### config.mk
export PLATFORM = sky130hd
export DESIGN_NAME = modbus_rtu_slave_frame_engine_top
export DESIGN_NICKNAME = d
export VERILOG_FILES = /design/src/sv/mrs_pkg.sv /design/src/sv/mrs_crc.sv /design/src/sv/modbus_rtu_slave_frame_engine_top.sv
export SDC_FILE = /design/constraint.sdc
export NUM_CORES = 1
export LEC_CHECK = 0
export BUFFER_PORTS_ARGS = -buffer_cell sky130_fd_sc_hd__buf_2
export CORE_ASPECT_RATIO = 1.25
export CORE_UTILIZATION = 60
export DETAILED_ROUTE_END_ITERATION = 8
export PLACE_DENSITY = 0.8
export RECOVER_POWER = 50
export SETUP_SLACK_MARGIN = 0.1
export SLEW_MARGIN = 20
export SYNTH_ARGS = -nofsm -noshare
export SYNTH_HDL_FRONTEND = slang
export SYNTH_HIERARCHICAL = 1
export SYNTH_SLANG_ARGS = --single-unit
### constraint.sdc
create_clock -name clk -period 12.64 [get_ports clk]
set_clock_uncertainty 0.05 [all_clocks]
set_input_delay 1.264 -clock clk [delete_from_list [all_inputs] [get_ports clk]]
set_output_delay 1.264 -clock clk [all_outputs]
set_load 0.02 [all_outputs]
### src/sv/mrs_pkg.sv
`timescale 1ns / 1ps
package mrs_pkg;

  localparam int FRAME_DEPTH_DEF   = 64;
  localparam int MAX_READ_REGS_DEF = 16;

  localparam logic [15:0] CRC_INIT = 16'hFFFF;
  localparam logic [15:0] CRC_POLY = 16'hA001;

  localparam logic [7:0] FN_READ_HOLD  = 8'h03;
  localparam logic [7:0] FN_READ_INPUT = 8'h04;
  localparam logic [7:0] FN_WRITE_ONE  = 8'h06;
  localparam logic [7:0] FN_WRITE_MANY = 8'h10;

  localparam logic [7:0] SLAVE_ADDR_RESET = 8'h01;

  typedef enum logic [2:0] {
    ST_RX,
    ST_CHECK,
    ST_RD_HI,
    ST_RD_LO,
    ST_WR,
    ST_TX
  } state_t;

  typedef struct packed {
    logic [7:0] fan1;
    logic [7:0] fan2;
    logic [7:0] level;
    logic [7:0] channel;
    logic [7:0] sync;
    logic [7:0] mode;
    logic [7:0] alarm;
    logic [7:0] master;
  } hold_t;

  // Fold one byte into a reflected CRC-16.
  function automatic logic [15:0] crc_byte(input logic [15:0] c, input logic [7:0] d);
    logic [15:0] v;
    v = c ^ {8'h00, d};
    for (int b = 0; b < 8; b++) begin
      v = v[0] ? ((v >> 1) ^ CRC_POLY) : (v >> 1);
    end
    return v;
  endfunction

endpackage

### src/sv/mrs_crc.sv
`timescale 1ns / 1ps
module mrs_crc import mrs_pkg::*; (
  input  logic        clk,
  input  logic        rst_n,
  input  logic        init,
  input  logic        en,
  input  logic [7:0]  data,
  output logic [15:0] crc
);

  logic [15:0] crc_r, crc_nxt;

  always_comb begin
    crc_nxt = crc_r;
    if (init) begin
      crc_nxt = CRC_INIT;
    end else if (en) begin
      crc_nxt = crc_byte(crc_r, data);
    end
  end

  always_ff @(posedge clk) begin
    if (!rst_n) begin
      crc_r <= CRC_INIT;
    end else begin
      crc_r <= crc_nxt;
    end
  end

  assign crc = crc_r;

endmodule

### src/sv/modbus_rtu_slave_frame_engine_top.sv
`timescale 1ns / 1ps
// Sequence: after the frame end item the engine checks the frame, runs the store
//   write-back for function 16, then sends one reply item per cycle unless out_stall holds it.
// Throughput: one received item per cycle while collecting; the frame store
//   read port paces function 16 through ST_RD_HI, ST_RD_LO and ST_WR per register written.
// Reset: synchronous, active low; clears frame count, holding registers, CRCs.
module modbus_rtu_slave_frame_engine_top import mrs_pkg::*; #(
  parameter int FRAME_DEPTH   = FRAME_DEPTH_DEF,
  parameter int MAX_READ_REGS = MAX_READ_REGS_DEF
) (
  input  logic        clk,
  input  logic        rst_n,
  input  logic        cfg_we,
  input  logic [7:0]  cfg_slave_address,
  input  logic        in_valid,
  output logic        in_stall,
  input  logic [7:0]  in_rx_byte,
  input  logic        in_frame_end,
  input  logic [7:0]  in_ntc_temp,
  input  logic [7:0]  in_ambient_humidity,
  input  logic [7:0]  in_ambient_temp,
  input  logic [7:0]  in_run_minutes,
  input  logic [15:0] in_run_hours,
  output logic        out_valid,
  input  logic        out_stall,
  output logic [7:0]  out_tx_byte,
  output logic        out_tx_last,
  output logic [7:0]  out_fan1_speed,
  output logic [7:0]  out_fan2_speed,
  output logic [7:0]  out_mains_level,
  output logic [7:0]  out_mains_channels,
  output logic [7:0]  out_sync_enable,
  output logic [7:0]  out_work_mode,
  output logic [7:0]  out_alarm_temp,
  output logic [7:0]  out_master_switch
);

  localparam int AW = $clog2(FRAME_DEPTH);
  localparam int CW = $clog2(FRAME_DEPTH + 1);
  localparam int LW = $clog2(5 + 2 * MAX_READ_REGS + 1);

  // Frame store: one write port fed by the receive side, one read port.
  logic [7:0] mem [FRAME_DEPTH];
  logic [7:0] rdata_r;
  logic [AW-1:0] raddr;

  state_t state_r, state_nxt;
  logic [CW-1:0] cnt_r, cnt_nxt;
  logic          ovf_r, ovf_nxt;
  logic [7:0]    hdr_r [8];
  logic [7:0]    addr_r;
  logic [7:0]    ntc_r, hum_r, amb_r, min_r;
  logic [15:0]   hrs_r;
  hold_t         hold_r, hold_nxt;
  logic [LW-1:0] idx_r, idx_nxt, len_r, len_nxt;
  logic [7:0]    k_r, k_nxt;
  logic [7:0]    hi_r;

  logic          out_valid_r, out_valid_nxt, out_last_r, out_last_nxt;
  logic [7:0]    out_byte_r, out_byte_nxt;
  hold_t         out_hold_r, out_hold_nxt;

  logic        in_acc, store_en, load;
  logic [15:0] rx_crc, tx_crc;
  logic        tx_crc_init, tx_crc_en;

  logic [7:0]  fn;
  logic [15:0] start, qty;
  logic        base_ok, rd_ok, w1_ok, wm_ok;
  logic        wr_en, wr_sw;
  logic [16:0] wr_addr;
  logic [7:0]  wr_hi, wr_lo;
  logic [7:0]  tx_gen;
  logic [7:0]  j;
  logic [16:0] rd_reg;
  logic [15:0] rd_val;

  function automatic logic [15:0] read_hold(input hold_t h, input logic [16:0] a);
    logic [15:0] v;
    case (a)
      17'd0:   v = {8'h00, h.fan1};
      17'd1:   v = {8'h00, h.fan2};
      17'd2:   v = {h.level, h.channel};
      17'd3:   v = {8'h00, h.sync};
      17'd4:   v = {8'h00, h.mode};
      17'd5:   v = {8'h00, h.alarm};
      default: v = 16'h0000;
    endcase
    return v;
  endfunction

  function automatic hold_t write_hold(input hold_t h, input logic [16:0] a,
                                       input logic [7:0] hi, input logic [7:0] lo,
                                       input logic sw);
    hold_t r;
    r = h;
    case (a)
      17'd0: r.fan1 = lo;
      17'd1: r.fan2 = lo;
      17'd2: begin
        r.level   = hi;
        r.channel = lo;
      end
      17'd3: r.sync  = lo;
      17'd4: r.mode  = lo;
      17'd5: r.alarm = lo;
      17'd6: if (sw) r.master = lo;
      default: r = h;
    endcase
    return r;
  endfunction

  // Take received items only while collecting.
  assign in_stall = (state_r != ST_RX);
  assign in_acc   = in_valid && !in_stall;
  assign store_en = in_acc && (cnt_r < CW'(FRAME_DEPTH));
  assign load     = (state_r == ST_TX) && (!out_valid_r || !out_stall);

  // Receive CRC runs over every stored byte, CRC included: a good frame leaves zero.
  mrs_crc u_rx_crc (
    .clk   (clk),
    .rst_n (rst_n),
    .init  (state_r == ST_CHECK),
    .en    (store_en),
    .data  (in_rx_byte),
    .crc   (rx_crc)
  );

  // Reply CRC folds each reply byte as it is loaded, ahead of the CRC bytes.
  mrs_crc u_tx_crc (
    .clk   (clk),
    .rst_n (rst_n),
    .init  (tx_crc_init),
    .en    (tx_crc_en),
    .data  (tx_gen),
    .crc   (tx_crc)
  );

  assign fn    = hdr_r[1];
  assign start = {hdr_r[2], hdr_r[3]};
  assign qty   = {hdr_r[4], hdr_r[5]};

  always_comb begin
    base_ok = !ovf_r && (cnt_r >= CW'(4)) && (rx_crc == 16'h0000) && (hdr_r[0] == addr_r);
    rd_ok   = base_ok && ((fn == FN_READ_HOLD) || (fn == FN_READ_INPUT))
              && (cnt_r == CW'(8)) && (qty != 16'd0) && (qty <= 16'(MAX_READ_REGS));
    w1_ok   = base_ok && (fn == FN_WRITE_ONE) && (cnt_r == CW'(8));
    wm_ok   = base_ok && (fn == FN_WRITE_MANY) && (cnt_r >= CW'(9)) && (hdr_r[6] >= 8'd2)
              && (10'(cnt_r) == 10'd9 + 10'(hdr_r[6]));
  end

  // Reply byte for the current index.
  always_comb begin
    j      = 8'(idx_r) - 8'd3;
    rd_reg = 17'(start) + 17'(j[7:1]);
    if (fn == FN_READ_HOLD) begin
      rd_val = read_hold(hold_r, rd_reg);
    end else begin
      case (rd_reg)
        17'd0:   rd_val = {8'h00, ntc_r};
        17'd1:   rd_val = {hum_r, amb_r};
        17'd2:   rd_val = {8'h00, min_r};
        17'd3:   rd_val = hrs_r;
        default: rd_val = 16'h0000;
      endcase
    end
    if ((fn == FN_WRITE_ONE) || ((fn == FN_WRITE_MANY) && (idx_r < LW'(6)))) begin
      tx_gen = hdr_r[idx_r[2:0]];
    end else if (idx_r == len_r - LW'(2)) begin
      tx_gen = tx_crc[7:0];
    end else if (idx_r == len_r - LW'(1)) begin
      tx_gen = tx_crc[15:8];
    end else if (fn == FN_WRITE_MANY) begin
      tx_gen = tx_crc[7:0];
    end else if (idx_r == LW'(0)) begin
      tx_gen = hdr_r[0];
    end else if (idx_r == LW'(1)) begin
      tx_gen = fn;
    end else if (idx_r == LW'(2)) begin
      tx_gen = {qty[6:0], 1'b0};
    end else begin
      tx_gen = j[0] ? rd_val[7:0] : rd_val[15:8];
    end
  end

  assign tx_crc_en = load && (idx_r < len_r - LW'(2));

  always_comb begin
    unique case (state_r)
      ST_RD_HI: raddr = AW'(9'd7 + {k_r, 1'b0});
      default:  raddr = AW'(9'd8 + {k_r, 1'b0});
    endcase
  end

  // Sequencer: collect, check, write back from the store for function 16, then stream the reply.
  always_comb begin
    state_nxt     = state_r;
    cnt_nxt       = cnt_r;
    ovf_nxt       = ovf_r;
    idx_nxt       = idx_r;
    len_nxt       = len_r;
    k_nxt         = k_r;
    tx_crc_init   = 1'b0;
    wr_en         = 1'b0;
    wr_sw         = 1'b0;
    wr_addr       = 17'(start);
    wr_hi         = hdr_r[4];
    wr_lo         = hdr_r[5];
    out_valid_nxt = out_valid_r && out_stall;
    out_byte_nxt  = out_byte_r;
    out_last_nxt  = out_last_r;
    out_hold_nxt  = out_hold_r;
    unique case (state_r)
      ST_RX: begin
        if (in_acc) begin
          if (store_en) begin
            cnt_nxt = cnt_r + CW'(1);
          end else begin
            ovf_nxt = 1'b1;
          end
          if (in_frame_end) begin
            state_nxt = ST_CHECK;
          end
        end
      end
      ST_CHECK: begin
        cnt_nxt     = '0;
        ovf_nxt     = 1'b0;
        idx_nxt     = '0;
        k_nxt       = '0;
        tx_crc_init = 1'b1;
        len_nxt     = LW'(8);
        if (rd_ok) begin
          len_nxt   = LW'(17'd5 + {qty, 1'b0});
          state_nxt = ST_TX;
        end else if (w1_ok) begin
          wr_en     = 1'b1;
          wr_sw     = 1'b1;
          state_nxt = ST_TX;
        end else if (wm_ok) begin
          state_nxt = ST_RD_HI;
        end else begin
          state_nxt = ST_RX;
        end
      end
      ST_RD_HI: state_nxt = ST_RD_LO;
      ST_RD_LO: state_nxt = ST_WR;
      ST_WR: begin
        wr_en   = 1'b1;
        wr_addr = 17'(start) + 17'(k_r);
        wr_hi   = hi_r;
        wr_lo   = rdata_r;
        k_nxt   = k_r + 8'd1;
        if (k_nxt == {1'b0, hdr_r[6][7:1]}) begin
          state_nxt = ST_TX;
        end else begin
          state_nxt = ST_RD_HI;
        end
      end
      ST_TX: begin
        if (load) begin
          out_valid_nxt = 1'b1;
          out_byte_nxt  = tx_gen;
          out_last_nxt  = (idx_r == len_r - LW'(1));
          out_hold_nxt  = hold_r;
          idx_nxt       = idx_r + LW'(1);
          if (out_last_nxt) begin
            state_nxt = ST_RX;
          end
        end
      end
      default: state_nxt = ST_RX;
    endcase
    hold_nxt = wr_en ? write_hold(hold_r, wr_addr, wr_hi, wr_lo, wr_sw) : hold_r;
  end

  // Store write and registered read.
  always_ff @(posedge clk) begin
    if (store_en) begin
      mem[cnt_r[AW-1:0]] <= in_rx_byte;
    end
    rdata_r <= mem[raddr];
  end

  // Header bytes and live sensor values; no reset needed.
  always_ff @(posedge clk) begin
    if (store_en && (cnt_r < CW'(8))) begin
      hdr_r[cnt_r[2:0]] <= in_rx_byte;
    end
    if (in_acc) begin
      ntc_r <= in_ntc_temp;
      hum_r <= in_ambient_humidity;
      amb_r <= in_ambient_temp;
      min_r <= in_run_minutes;
      hrs_r <= in_run_hours;
    end
    if (state_r == ST_RD_LO) begin
      hi_r <= rdata_r;
    end
    idx_r      <= idx_nxt;
    len_r      <= len_nxt;
    k_r        <= k_nxt;
    out_byte_r <= out_byte_nxt;
    out_last_r <= out_last_nxt;
    out_hold_r <= out_hold_nxt;
  end

  always_ff @(posedge clk) begin
    if (!rst_n) begin
      state_r     <= ST_RX;
      cnt_r       <= '0;
      ovf_r       <= 1'b0;
      hold_r      <= '0;
      addr_r      <= SLAVE_ADDR_RESET;
      out_valid_r <= 1'b0;
    end else begin
      state_r     <= state_nxt;
      cnt_r       <= cnt_nxt;
      ovf_r       <= ovf_nxt;
      hold_r      <= hold_nxt;
      out_valid_r <= out_valid_nxt;
      if (cfg_we) begin
        addr_r <= cfg_slave_address;
      end
    end
  end

  assign out_valid          = out_valid_r;
  assign out_tx_byte        = out_byte_r;
  assign out_tx_last        = out_last_r;
  assign out_fan1_speed     = out_hold_r.fan1;
  assign out_fan2_speed     = out_hold_r.fan2;
  assign out_mains_level    = out_hold_r.level;
  assign out_mains_channels = out_hold_r.channel;
  assign out_sync_enable    = out_hold_r.sync;
  assign out_work_mode      = out_hold_r.mode;
  assign out_alarm_temp     = out_hold_r.alarm;
  assign out_master_switch  = out_hold_r.master;

endmodule

==> flow_metrics.env, run 1 <==
export IMPL_run_status="finished, violations left"
export IMPL_failed_checks="capacitance limit, slew limit"
export IMPL_design_area_um2=41100
export IMPL_cp_top_family="compound AO/OA/AOI/OAI gates"
export IMPL_place_congestion=0.9963
export IMPL_p_leak_uw=0.01351
export IMPL_setup_viol=0
export IMPL_synth_fp_nets=2584
export IMPL_synth_compound_area_share_pct=5.881
export IMPL_max_freq_mhz=130.8
export IMPL_initial_core_util_pct=60.80
export IMPL_cts_tree="built"
export IMPL_ys_flop_type="edfxtp_1"
export IMPL_clock_latency_ns=0.65
export IMPL_max_vdd_ir_drop_uv=127.8
export IMPL_die_w_um=224.0
export IMPL_drv_slew=842
export IMPL_dpl_cell_area_um2=38440
export IMPL_cts_reportedPaths_clkPinSlew_ns=0.07
export IMPL_synth_area_um2=36950
export IMPL_layout_worst_path_cycle_share_pct=60.49
export IMPL_critical_path_class="register to register"
export IMPL_vias=22320
export IMPL_synth_top_family_by_area="multiplexers"
export IMPL_grt_use_met2_pct=54.44
export IMPL_core_area_um2=60780
export IMPL_synth_cells=2473
export IMPL_crit_top_cell="xnor2_1"
export IMPL_timing_critical_path_buf_inv=2
export IMPL_ios=145
export IMPL_antenna_found_initial=2
export IMPL_worstPathArrival_ns=8.09
export IMPL_syn_to_final_growth_pct=11.22
export IMPL_end_kind="register"
export IMPL_dieArea_um2=62590
export IMPL_maxSlewHeadroom_pct=-162.9
export IMPL_setup_tns_ns=0
export IMPL_hold_class="register to register"
export IMPL_final_hold_violation_count=0
export IMPL_fin_hold_ws_ns=0.3840
export IMPL_slowest_stage="clkbuf_1"
export IMPL_postRouteAntennaNets=0
export IMPL_cp_max_fo=34
export IMPL_synth_top_cells_by_area="edfxtp_1 (59%), mux4_2 (8.8%), dfxtp_1 (6.9%)"
export IMPL_ys_types=93
export IMPL_maxCapViolations=13
export IMPL_numCtsBuffers=80
export IMPL_grt_util_met3_pct=4.091
export IMPL_seq_area_frac_synth_pct=65.79
export IMPL_min_period_ns=7.646
export IMPL_async_flop_share_pct=0
export IMPL_ctsHoldBuffers=0
export IMPL_yosysTopAreaCell="edfxtp_1"
export IMPL_dp_hpwl_mm=62.68
export IMPL_fp_row_count=101
export IMPL_nets=2701
export IMPL_synthAdderAreaFrac_pct=1.429
export IMPL_wirelength_mm=95.31
export IMPL_grt_setup_unrepaired="false"
export IMPL_wl_per_cell_um=27.40
export IMPL_ys_ff_latch=852
export IMPL_grt_util_all_layers_pct=30.85
export IMPL_grt_busiest_layer="met2"
export IMPL_clock_sinks=852
export IMPL_ys_top_cells_by_count="edfxtp_1 (725), nand2_1 (272), nor2_1 (158)"
export IMPL_worst_setup_path_start_kind="register"
export IMPL_die_h_um=279.5
export IMPL_cts_root_buffer="clkbuf_16"
export IMPL_synth_xor_area_share_pct=2.600
export IMPL_n_fill_cell=4007
export IMPL_postCtsResizedCells=0
export IMPL_drt_initial_drc_count=2154
export IMPL_crit_required_ns=13.08
export IMPL_gr_total_overflow=0
export IMPL_drtPass1Iterations=8
export IMPL_cpPeakStageDelay_ns=1.07
export IMPL_grt_pass1_vias=22730
export IMPL_clk_path_buf_depth=3
export IMPL_synth_top_cell_area_share_pct=58.91
export IMPL_yosys_area_share_simple_pct=8.370
export IMPL_use_met1_pct=35.34
export IMPL_powerDensity_nw_per_um2=142.0
export IMPL_portBuffers=144
export IMPL_worst_pin_slew_ns=3.943
export IMPL_synth_warnings=6
export IMPL_htreeDepth=3
export IMPL_worstPathCellList="clkbuf_1, inv_1, ha_1, ha_2, a211oi_1, o311a_1, or4_1, mux2i_1, a2111o_1, nor4_2, nand2_1, a221o_1, a31oi_1, xnor2_1, xnor2_1, xor3_2, nor3_1, a221oi_2"
export IMPL_synth_edf_count=725
export IMPL_drcViolationCount=0
export IMPL_synthMuxAreaShare_pct=13.92
export IMPL_via_per_inst=6.416
export IMPL_yosysMostFrequentCell="edfxtp_1"
export IMPL_post_cts_buffers=0
export IMPL_avgSynthCellArea_um2=14.94
export IMPL_grt_pass1_wl_mm=141.4
export IMPL_layout_drive_gt1_share_pct=18.40
export IMPL_grt_max_degree=135
placed cells by master (no fill, tap or decap), types with 34 or more instances in the layout:
cell       netlist  routed
a211oi_1        43      42
edfxtp_1       725     725
mux2_2          34      34
nand2_1        272     272
nor2_1         158     158
xnor2_1         74      74
ha_1            39      38
dfxtp_1        127     127
mux4_2         145     145
mux2i_1        148     147
clkbuf_1        93      38
clkbuf_16        0      83
buf_2           15     133
o21ai_0         62      61
a21oi_1         71      70
sequential cells by signal, summed over array words and instances (netlist names), 16 cells and up, named ones only:
signal	flops
u_rx_crc/crc	16
mem	512
hold_r	64
u_tx_crc/crc	16
hrs_r	16
hdr_r	64
power breakdown:
part	internal, uW	total [uW]	switching, uW
clock	1420	2470	1060
sequential	3080	3110	29.5
combinational	88.9	252	163
total	4590	5840	1250
per-layer routing:
layer  up-vias  part of all wire [%]  wire [um]
li1       9758                     -          -
met1     11120                    35      33090
met2      1146                    52      49550
met3       291                   6.5       6197
met4         0                   6.8       6465
met5         -                     0          0
kinds of logic (layout without fill, tap and decap cells):
family,Yosys count,count (layout)
adder cells (fa/ha/maj),41,41
AO/OA/AOI/OAI,316,316
multiplexers,328,328
flip-flops,852,852
buffers and inverters,174,353
XOR/XNOR,106,106
AND/OR/NAND/NOR,656,656
other,0,2
final timing paths:
| check | start | cells after the start | end | slack, ns |
|---|---|---|---|---|
| min | hold_r[6] | 0 | out_master_switch[6] | 0.38 |
| max reg2reg | idx_r[0] | 18 | u_tx_crc/crc[14] | 4.99 |
| max | idx_r[0] | 18 | u_tx_crc/crc[14] | 4.99 |
| min reg2reg | hold_r[6] | 0 | out_master_switch[6] | 0.38 |
per-stage QoR:
stage	util (%)	setup slack [ns]	total power (uW)	cells
2_1_floorplan	-	5.836	3306	2473
3_3_place_gp	63.24	6.300	3405	3332
3_5_place_dp	63.24	6.198	3415	3332
4_1_cts	67.72	6.103	5851	3476
5_1_grt	67.62	4.452	5970	3478
6_report	67.62	4.994	5837	3478
final cells by class:
class,instances,area [um^2],share of cell area [%]
Antenna cell,2,5.005,0.01218
Clock buffer,100,2171,5.282
Clock inverter,44,549.3,1.336
Inverter,33,123.9,0.3014
Multi-Input combinational cell,1447,12000,29.19
Sequential cell,852,24310,59.15
Tap cell,824,1031,2.508
Timing Repair Buffer,176,910.9,2.216
No activity file was read; power rests on OpenSTA's default activity.
==> run 2: changes to the inputs <==
clock period = 7.8 ns   (was 12.64 ns; I/O delays follow)
==> flow_metrics.env, run 2 (synthesis results as in run 1) <==
export IMPL_run_status="finished, violations left"
export IMPL_failed_checks="capacitance limit, slew limit"
export IMPL_gr_total_overflow=0
export IMPL_htreeDepth=3
export IMPL_grt_busiest_layer="met2"
export IMPL_max_vdd_ir_drop_uv=254.5
export IMPL_p_comb_share_pct=4.3
export IMPL_drcViolationCount=0
export IMPL_grt_util_met3_pct=4.521
export IMPL_ios=145
export IMPL_crit_required_ns=8.24
export IMPL_maxSlewHeadroom_pct=-147.0
export IMPL_cts_root_buffer="clkbuf_16"
export IMPL_drv_slew=765
export IMPL_powerDensity_nw_per_um2=230.9
export IMPL_die_w_um=224.0
export IMPL_initial_core_util_pct=60.80
export IMPL_worst_setup_path_start_kind="register"
export IMPL_critical_path_class="register to register"
export IMPL_dp_hpwl_mm=62.27
export IMPL_cts_tree="built"
export IMPL_largest_reg_flops=512
export IMPL_place_congestion=0.9763
export IMPL_worstPathArrival_ns=7.13
export IMPL_p_clk_share_pct=42.5
export IMPL_max_freq_mhz=149.5
export IMPL_clock_latency_ns=0.65
export IMPL_n_fill_cell=4012
export IMPL_grt_setup_unrepaired="false"
export IMPL_drtPass1Iterations=5
export IMPL_postRouteAntennaNets=0
export IMPL_fp_row_count=101
export IMPL_grt_util_all_layers_pct=31.13
export IMPL_layout_drive_gt1_share_pct=15.86
export IMPL_fin_hold_ws_ns=0.2656
export IMPL_setup_viol=0
export IMPL_end_kind="register"
export IMPL_syn_to_final_growth_pct=10.99
export IMPL_die_h_um=279.5
export IMPL_clock_sinks=852
export IMPL_vias=22480
export IMPL_final_hold_violation_count=0
export IMPL_drt_initial_drc_count=2344
export IMPL_hold_class="primary input to register"
export IMPL_grt_use_met2_pct=55.32
export IMPL_min_period_ns=6.691
export IMPL_ctsHoldBuffers=0
export IMPL_use_met1_pct=35.53
export IMPL_wirelength_mm=96.06
export IMPL_mostFrequentLayoutCell="edfxtp_1"
export IMPL_post_cts_buffers=0
export IMPL_pre_cts_ws_ns=1.257
export IMPL_swShare_pct=21.58
export IMPL_seqPwrFrac_pct=53.2
export IMPL_antenna_found_initial=1
export IMPL_final_cell_mix="edfxtp_1 (725), nand2_1 (272), nor2_1 (157)"
export IMPL_core_area_um2=60780
export IMPL_grt_max_degree=135
export IMPL_wl_per_cell_um=27.61
export IMPL_grt_pass1_wl_mm=143.3
export IMPL_nets=2700
export IMPL_clk_path_buf_depth=3
export IMPL_setup_ws_ns=1.109
export IMPL_setup_tns_ns=0
export IMPL_cp_max_fo=18
export IMPL_dieArea_um2=62590
export IMPL_maxCapViolations=12
export IMPL_p_leak_uw=0.01341
export IMPL_numCtsBuffers=80
export IMPL_via_per_inst=6.461
export IMPL_layout_worst_path_cycle_share_pct=85.78
export IMPL_cts_reportedPaths_clkPinSlew_ns=0.06
export IMPL_portBuffers=144
export IMPL_grt_pass1_vias=22910
export IMPL_multi_input_area_um2=12000
export IMPL_p_int_uw=7428
export IMPL_register_area_um2=24310
export IMPL_switching_power_uw=2044
export IMPL_postCtsResizedCells=0
export IMPL_worst_pin_slew_ns=3.705
## run 2: layout make-up
| type | instances | area share, % |
|---|---|---|
| clock inverter | 44 | 1.321 |
| multi-input combinational | 1447 | 29.26 |
| tap | 824 | 2.514 |
| timing repair buffer | 175 | 2.032 |
| inverter | 33 | 0.3020 |
| sequential | 852 | 59.28 |
| clock buffer | 103 | 5.289 |
| antenna | 1 | 0.006101 |
## run 2: stage by stage
step,power (uW),instances,area [um^2],util (%)
finish,9473,3479,41020,67.48
detailed placement,5533,3331,38450,63.25
global route,9686,3479,41020,67.48
global placement,5517,3331,38450,63.25
CTS,9489,3478,41160,67.71
floorplan,5358,2473,36950,-
## run 2: layer usage
metal | wire (um) | vias up
met5 | 0 | -
met4 | 6407 | 0
met3 | 6969 | 320
met2 | 50020 | 1258
met1 | 32660 | 11130
li1 | - | 9767
## run 2: final timing paths
kind	from	endpoint	slack (ns)	depth (start not counted)
hold reg to reg	hold_r[5]	out_master_switch[5]	0.38	0
setup / recovery	idx_r[2]	u_tx_crc/crc[15]	1.11	18
setup reg to reg	idx_r[2]	u_tx_crc/crc[15]	1.11	18
hold / removal	in_run_minutes[6]	min_r[6]	0.27	1
## run 2: power groups by stage
stage | clock network (uW) | logic (uW) | registers [uW]
4_1_cts | 4050 | 410 | 5030
5_1_grt | 4210 | 437 | 5040
6_report | 4020 | 410 | 5040
2_1_floorplan | 0 | 256 | 5100
3_3_place_gp | 0 | 392 | 5120
3_5_place_dp | 0 | 406 | 5130
## run 2: critical path, cell delays in order, from the launching register on
cell and delay [ns]:
edfxtp_1 0.58, or3_1 0.46, a21oi_1 0.15, xor2_1 0.46, ha_1 0.30, nand2_1 0.07
o311a_1 0.37, or4_1 0.60, mux2i_1 0.16, a2111o_1 0.64, or3_1 0.49, o311ai_0 0.58
a21oi_1 0.15, a21oi_1 0.28, xnor2_1 0.18, xnor2_1 0.30, xor3_2 0.46, nor3_1 0.24
a221oi_2 0.05
